<file path="src/design/mbd_pkg.sv">
// ----------------------------------------------------------------------------
// Multi-button debouncer package
// Command and register codes and the result word type of the debouncer.
// ----------------------------------------------------------------------------
package mbd_pkg;

    localparam int MASK_BITS  = 8;
    localparam int COUNT_BITS = 8;
    localparam int ACTIVE_BITS = 4;
    localparam int CFG_INDEX_BITS = 2;

    localparam logic CMD_EDGE = 1'b0;
    localparam logic CMD_TICK = 1'b1;

    localparam logic [CFG_INDEX_BITS-1:0] REG_DEBOUNCE_TICKS = 2'd0;
    localparam logic [CFG_INDEX_BITS-1:0] REG_ENABLE_MASK    = 2'd1;
    localparam logic [CFG_INDEX_BITS-1:0] REG_INIT_LEVELS    = 2'd2;

    localparam logic [COUNT_BITS-1:0] TICKS_RESET = 8'd16;

    typedef struct packed {
        logic [MASK_BITS-1:0]   changed_mask;
        logic [MASK_BITS-1:0]   stable_levels;
        logic                   busy_res;
        logic [ACTIVE_BITS-1:0] active_count;
    } result_t;

endpackage

</file>
<file path="src/design/multi_button_debouncer_unit.sv">
// ----------------------------------------------------------------------------
// Multi-button debouncer
// Restart-on-edge countdown debouncer for up to eight buttons.
// ----------------------------------------------------------------------------
// Each input word is either an edge on one button, which starts or restarts
// that button's countdown, or a tick carrying the live pin levels, which
// advances every running countdown. A button whose countdown expires on a
// tick samples its pin, and if it is enabled and the level differs from its
// stable level, the stable level is updated and its change bit is set.
// Every accepted word yields exactly one result word on the m_ channel.
// The result is registered in the output register, or in the skid entry when
// the output is held, and one word is accepted per cycle while s_ready is high;
// all lanes update in parallel. A two-entry output buffer lets the block
// take a new word while a finished result is still waiting; s_ready drops
// only when both entries are full because the receiver holds m_ready low.
// Reset stops all countdowns, sets debounce_ticks to 16, and clears
// enable_mask and the stable levels. Configuration writes through cfg_wr_en
// take effect at once; a write to init_levels overwrites the stable levels.
// ----------------------------------------------------------------------------
module multi_button_debouncer_unit #(
    parameter int NUM_BUTTONS = 8
) (
    input  logic                                aclk,
    input  logic                                aresetn,
    input  logic                                cfg_wr_en,
    input  logic [mbd_pkg::CFG_INDEX_BITS-1:0]  cfg_index,
    input  logic [mbd_pkg::COUNT_BITS-1:0]      cfg_wdata,
    input  logic                                s_valid,
    output logic                                s_ready,
    input  logic                                s_cmd,
    input  logic [2:0]                          s_button_index,
    input  logic [mbd_pkg::MASK_BITS-1:0]       s_pin_levels,
    output logic                                m_valid,
    input  logic                                m_ready,
    output logic [mbd_pkg::MASK_BITS-1:0]       m_changed_mask,
    output logic [mbd_pkg::MASK_BITS-1:0]       m_stable_levels,
    output logic                                m_busy_res,
    output logic [mbd_pkg::ACTIVE_BITS-1:0]     m_active_count
);

    localparam int LANES = (NUM_BUTTONS < mbd_pkg::MASK_BITS) ? NUM_BUTTONS
                                                              : mbd_pkg::MASK_BITS;
    localparam logic [mbd_pkg::MASK_BITS-1:0] LANE_MASK =
        mbd_pkg::MASK_BITS'((64'd1 << LANES) - 64'd1);

    logic [mbd_pkg::COUNT_BITS-1:0] ticks_reg;
    logic [mbd_pkg::MASK_BITS-1:0]  enable_reg;
    logic [LANES-1:0]               counting_reg;
    logic [LANES-1:0]               counting_next;
    logic [mbd_pkg::COUNT_BITS-1:0] countdown_reg  [LANES];
    logic [mbd_pkg::COUNT_BITS-1:0] countdown_next [LANES];
    logic [mbd_pkg::MASK_BITS-1:0]  stable_reg;
    logic [mbd_pkg::MASK_BITS-1:0]  stable_next;
    logic [mbd_pkg::MASK_BITS-1:0]  changed_next;
    logic [mbd_pkg::ACTIVE_BITS-1:0] active_next;

    mbd_pkg::result_t result_next;
    mbd_pkg::result_t out_reg;
    mbd_pkg::result_t skid_reg;
    logic             out_valid_reg;
    logic             skid_valid_reg;
    logic             accept;
    logic             out_free;

    assign s_ready  = !skid_valid_reg;
    assign accept   = s_valid && s_ready;
    assign out_free = !out_valid_reg || m_ready;

    always_comb begin
        logic [mbd_pkg::COUNT_BITS-1:0] dec;
        logic                           expire;
        logic                           start;
        counting_next = counting_reg;
        stable_next   = stable_reg;
        changed_next  = '0;
        active_next   = '0;
        for (int b = 0; b < LANES; b++) begin
            dec    = countdown_reg[b] - 8'd1;
            start  = (s_cmd == mbd_pkg::CMD_EDGE) && (int'(s_button_index) == b);
            expire = (s_cmd == mbd_pkg::CMD_TICK) && counting_reg[b] && (dec == '0);
            countdown_next[b] = countdown_reg[b];
            if (start) begin
                counting_next[b]  = 1'b1;
                countdown_next[b] = ticks_reg;
            end else if ((s_cmd == mbd_pkg::CMD_TICK) && counting_reg[b]) begin
                if (expire) begin
                    counting_next[b]  = 1'b0;
                    countdown_next[b] = ticks_reg;
                    if (enable_reg[b] && (s_pin_levels[b] != stable_reg[b])) begin
                        stable_next[b]  = s_pin_levels[b];
                        changed_next[b] = 1'b1;
                    end
                end else begin
                    countdown_next[b] = dec;
                end
            end
            active_next = active_next + mbd_pkg::ACTIVE_BITS'(counting_next[b]);
        end
        result_next.changed_mask  = changed_next;
        result_next.stable_levels = stable_next;
        result_next.busy_res      = (active_next != '0);
        result_next.active_count  = active_next;
    end

    always_ff @(posedge aclk) begin
        if (!aresetn) begin
            ticks_reg    <= mbd_pkg::TICKS_RESET;
            enable_reg   <= '0;
            stable_reg   <= '0;
            counting_reg <= '0;
            for (int b = 0; b < LANES; b++) begin
                countdown_reg[b] <= mbd_pkg::TICKS_RESET;
            end
        end else begin
            if (accept) begin
                counting_reg <= counting_next;
                stable_reg   <= stable_next;
                for (int b = 0; b < LANES; b++) begin
                    countdown_reg[b] <= countdown_next[b];
                end
            end
            if (cfg_wr_en) begin
                case (cfg_index)
                    mbd_pkg::REG_DEBOUNCE_TICKS: ticks_reg  <= cfg_wdata;
                    mbd_pkg::REG_ENABLE_MASK:    enable_reg <= cfg_wdata;
                    mbd_pkg::REG_INIT_LEVELS:    stable_reg <= cfg_wdata & LANE_MASK;
                    default: ;
                endcase
            end
        end
    end

    always_ff @(posedge aclk) begin
        if (!aresetn) begin
            out_valid_reg  <= 1'b0;
            skid_valid_reg <= 1'b0;
        end else if (out_free) begin
            if (skid_valid_reg) begin
                out_valid_reg  <= 1'b1;
                skid_valid_reg <= 1'b0;
            end else begin
                out_valid_reg  <= accept;
            end
        end else if (accept) begin
            skid_valid_reg <= 1'b1;
        end
    end

    always_ff @(posedge aclk) begin
        if (out_free) begin
            if (skid_valid_reg) begin
                out_reg <= skid_reg;
            end else if (accept) begin
                out_reg <= result_next;
            end
        end else if (accept) begin
            skid_reg <= result_next;
        end
    end

    assign m_valid         = out_valid_reg;
    assign m_changed_mask  = out_reg.changed_mask;
    assign m_stable_levels = out_reg.stable_levels;
    assign m_busy_res      = out_reg.busy_res;
    assign m_active_count  = out_reg.active_count;

`ifndef SYNTH
    a_skid_needs_out: assert property (@(posedge aclk) disable iff (!aresetn)
        skid_valid_reg |-> out_valid_reg)
        else $error("Skid entry holds a word while the output entry is empty.");

    a_busy_matches_count: assert property (@(posedge aclk) disable iff (!aresetn)
        out_valid_reg |-> (out_reg.busy_res == (out_reg.active_count != '0)))
        else $error("Busy flag disagrees with the active count.");

    a_changed_enabled: assert property (@(posedge aclk) disable iff (!aresetn)
        accept |=> ((out_reg.changed_mask & ~enable_reg) == '0) || skid_valid_reg)
        else $error("A disabled button reported a change.");

    a_stable_in_lanes: assert property (@(posedge aclk) disable iff (!aresetn)
        (stable_reg & ~LANE_MASK) == '0)
        else $error("Stable level set on a button that does not exist.");

    a_count_bound: assert property (@(posedge aclk) disable iff (!aresetn)
        out_valid_reg |-> (int'(out_reg.active_count) <= LANES))
        else $error("Active count exceeds the number of buttons.");
`endif

endmodule

</file>
<file path="config.mk">
export PLATFORM = sky130hd
export DESIGN_NAME = multi_button_debouncer_unit
export DESIGN_NICKNAME = d
export VERILOG_FILES = /design/src/design/mbd_pkg.sv /design/src/design/multi_button_debouncer_unit.sv
export SDC_FILE = /design/constraint.sdc
export NUM_CORES = 1
export LEC_CHECK = 0
export ABC_AREA = 1
export BUFFER_PORTS_ARGS = -buffer_cell sky130_fd_sc_hd__buf_2
export CAP_MARGIN = 20
export CORE_ASPECT_RATIO = 0.9
export CORE_MARGIN = 2
export CORE_UTILIZATION = 65
export CTS_BUF_LIST = sky130_fd_sc_hd__clkbuf_2
export DETAILED_ROUTE_END_ITERATION = 12
export PLACE_DENSITY_LB_ADDON = 0.2
export RECOVER_POWER = 50
export REMOVE_ABC_BUFFERS = 1
export SYNTH_ARGS = -nofsm -noshare
export SYNTH_HDL_FRONTEND = slang
export SYNTH_SLANG_ARGS = --single-unit
</file>
<file path="constraint.sdc">
create_clock -name aclk -period 7 [get_ports aclk]
set_input_delay 1.4 -clock aclk [delete_from_list [all_inputs] [get_ports aclk]]
set_output_delay 1.4 -clock aclk [all_outputs]
set_load 0.02 [all_outputs]
</file>
==> reports/qor_table.md <==
| Quantity | Value |
| --- | --- |
| Starting density of the core | 67.3% |
| Floorplan die area | 13500 um2 |
| Setup repair after global routing missed its margin | no |
| # clock sinks | 140 |
| Final Cell Area | 8720 um2 |
| Antenna-violating nets left | 0 |
| Fin. Hold Viols | 0 |
| CTS clock-pin slew for the worst setup and hold paths | 0.20 ns |
| Detailed Route Iter0 Violations | 689 |
| Critical path depth | 7 |
| Total detailed-routing wirelength | 20.0 mm |
| Total CTS buffers | 17 |
| Fraction of final layout cells with drive strength greater than 1 | 10.5% |
| Slowest cell on the critical path | sky130_fd_sc_hd__clkbuf_1 |
| Highest Clock Rate | 0.184 GHz |
| TritonRoute pass-1 iters | 5 |
| Crit path from | aresetn |
| Row count | 38 |
| Antenna violations before repair | 0 |
| Least-Margin Pin Slew | 1.85 ns |
| Share of synthesized area occupied by flip-flops and latches | 47.2% |
| Startpoint Class | input pin |
| Number of synthesized register bits | 140 |
| Cells traversed along the worst timing path | clkbuf_1, inv_1, nor2_4, clkbuf_1, inv_1, a21oi_1, o21ai_0 |
| Mean instance size in the synthesized netlist | 8.25 um2 |
| Routing usage on met1 | 41.0% |
| Number of remaining DRC errors | 0 |
| Most common cell after layout, fill and taps aside | sky130_fd_sc_hd__nand2_1 |
| Hpwl dp | 14.2 mm |
| Hold buffers post-CTS | 0 |
| Avg WL per Cell | 16.5 um |
| Total overflow reported by the global router | 0 |
| Classification of the worst setup path | in -> reg |
| Worst vdd ir | 0.227 mV |
| Layout overhead on the synthesized area | 6.48% |
| Maximum number of pins on one net before global-route repair | 46 |
| Worst setup path end | countdown_reg[0][28] |
| Leakage power figure | 0.00374 uW |
| Destination of the worst register-to-register timing path | m_busy_res |
| Portion of the clock cycle consumed by the worst path in the final layout | 77.6% |
| Critical Path RT | 7.51 ns |
| Count of distinct cell types in the synthesized netlist | 43 |
| R2r worst-path depth | 21 |
| Final-layout setup total negative slack | 0 ns |
| Data arrival time of the critical path | 5.95 ns |
| Maximum fanout encountered on the critical timing path | 45 |
| TritonCTS clock tree | built |
| Number of flops mapped to enable cells by yosys | 106 |
| # diodes | 0 |
| Top-level port count | 50 |
| Number of nets at the end of the flow | 1091 |
| Resize count post-CTS | 0 |
| Die extent in x | 122 um |
| Synth warn | 0 |
| Max-slew violations | 89 |
| Proportion of register bits with asynchronous set or reset after synthesis | 0% |
| Total routing usage reported by global routing | 31.1% |
| Routed via count | 6982 |
| Rel. slew slack | -23.5% |
| Outcome | finished with violations |
| First-pass GRT wire length | 32.1 mm |
| Final number of setup-violating endpoints | 0 |
| M3 GR Usage | 6.10% |
| Setup skew after layout | 0.0299 ns |
| Setup crit end kind | register |
| Final weighted congestion in routability-driven placement | 0.941 |
| Setup fix buffers added after clock tree synthesis | 0 |
| Post-layout minimum cycle time | 5.44 ns |
| Number of port buffers | 49 |
| Maximum level of the CTS H-tree | 4 |
| Maximum Capacitance Violations | 2 |
| Power density normalized to cell area | 215 nW/um2 |
| Area of the core | 12200 um2 |
| Top Family by Delay on Critical Path | buffers and inverters |
| Clock latency on the worst-skew pair | 0.76 ns |
| Number of global-route vias before repair | 6527 |
| Clock Root Buffer | sky130_fd_sc_hd__clkbuf_2 |
| Worst hold path type | reg -> reg |
| Violations in the final reports | capacitance limit, slew limit |
| Delay of the slowest cell on the worst path | 1.33 ns |
| Beginning of the worst register-to-register path | countdown_reg[0][24] |
| Launch instance of the worst min-delay path | enable_reg[2] |
| Max FFs per register | 64 |
| Instance count of the mapped netlist | 993 |
| Post-Syn Area | 8190 um2 |
| Most crowded layer after global routing | met2 |
| Area post-placement | 8520 um2 |
| R2R setup slack | 2.19 ns |
| CP Buf/Inv Count | 4 |
| Maximum clock insertion buffer count | 2 |
| Die outline height | 111 um |
| Vias per std cell | 5.75 |
| Most frequent cells in the layout | sky130_fd_sc_hd__nand2_1, sky130_fd_sc_hd__inv_1, sky130_fd_sc_hd__nor2_1, sky130_fd_sc_hd__edfxtp_1, sky130_fd_sc_hd__o21ai_0 |
| Met2 capacity usage during global routing | 49.6% |
| Top_reg_cell synth | sky130_fd_sc_hd__edfxtp_1 |
report_power, final:
| group | internal [uW] | leakage (uW) | total (uW) | switching [uW] |
|---|---|---|---|---|
| Combinational | 86.0 | 0.00225 | 279 | 193 |
| Clock | 307 | 0.000187 | 610 | 303 |
| Sequential | 955 | 0.00131 | 989 | 34.6 |
| Total | 1350 | 0.00374 | 1880 | 530 |
stage by stage:
step,setup WS (ns),instances,util [%],hold WS (ns),total power [uW]
2_1_floorplan,2.17,967,-,0.450,1200
3_3_place_gp,1.65,1180,70.0,0.467,1280
3_5_place_dp,1.50,1180,70.0,0.476,1290
4_1_cts,2.28,1212,72.6,0.507,1880
5_1_grt,1.22,1214,71.7,0.529,1960
6_report,1.56,1214,71.7,0.509,1880
metal layers:
metal | share of wire (%) | routed length, um | up-vias
met1 | 42 | 8320 | 3223
met2 | 48 | 9530 | 313
li1 | - | - | 3391
met5 | 0 | 0 | -
met4 | 3.1 | 629 | 0
met3 | 7.7 | 1550 | 55
synthesized netlist by cell type (2+ instances only):
library cell	instances	area share (%)
sky130_fd_sc_hd__nand2_2	9	0.69
sky130_fd_sc_hd__ha_1	19	2.9
sky130_fd_sc_hd__nor3_1	14	0.86
sky130_fd_sc_hd__nand3_1	40	2.4
sky130_fd_sc_hd__buf_6	3	0.41
sky130_fd_sc_hd__xor2_1	13	1.4
sky130_fd_sc_hd__nor2_2	15	1.1
sky130_fd_sc_hd__clkbuf_1	15	0.69
sky130_fd_sc_hd__buf_2	2	0.12
sky130_fd_sc_hd__buf_4	4	0.37
sky130_fd_sc_hd__nor2_1	100	4.6
sky130_fd_sc_hd__inv_1	150	6.9
sky130_fd_sc_hd__o21ai_2	3	0.32
sky130_fd_sc_hd__fa_1	4	0.98
sky130_fd_sc_hd__nand2_4	3	0.41
sky130_fd_sc_hd__a21oi_2	7	0.75
sky130_fd_sc_hd__o21ai_1	21	1.3
sky130_fd_sc_hd__nor4_1	2	0.15
sky130_fd_sc_hd__nor3_2	2	0.24
sky130_fd_sc_hd__dfxtp_1	34	8.3
sky130_fd_sc_hd__o211ai_1	5	0.46
sky130_fd_sc_hd__xnor2_1	16	1.7
sky130_fd_sc_hd__nor2_4	6	0.82
sky130_fd_sc_hd__a21oi_1	80	4.9
sky130_fd_sc_hd__a31oi_1	10	0.76
sky130_fd_sc_hd__inv_2	4	0.18
sky130_fd_sc_hd__edfxtp_1	106	39
sky130_fd_sc_hd__nand4_1	19	1.5
sky130_fd_sc_hd__nand2_1	181	8.3
sky130_fd_sc_hd__o21ai_0	86	5.3
sky130_fd_sc_hd__nand3b_1	8	0.73
worst min-delay path, cell delays in order, from the launching register on:
cell                      delay, ns
sky130_fd_sc_hd__dfxtp_1       0.37
sky130_fd_sc_hd__inv_1         0.07
sky130_fd_sc_hd__a21oi_1       0.06
layout make-up:
class	instances	area, um2
Multi-Input combinational cell	672	3500
Clock buffer	19	95.1
Tap cell	160	200
Timing Repair Buffer	55	265
Clock inverter	13	220
Inverter	155	582
Fill cell	1017	3450
Sequential cell	140	3860
worst min-delay path by stage:
| stage | depth (start not counted) | end |
|---|---|---|
| 6_report | 2 | enable_reg[2] |
| 5_1_grt | 2 | counting_reg[5] |
| 4_1_cts | 2 | enable_reg[2] |
| 3_5_place_dp | 2 | counting_reg[4] |
| 3_3_place_gp | 2 | counting_reg[7] |
| 2_1_floorplan | 2 | counting_reg[2] |
logic make-up after synthesis:
logic type | after synthesis | synth area share (%)
compound gates | 214 | 14.0
xor+xnor | 30 | 3.30
simple gates | 405 | 22.7
fa+ha+maj | 23 | 3.88
flops | 140 | 47.2
buf+inv | 181 | 8.98
Power figures use the tool's default switching activity.
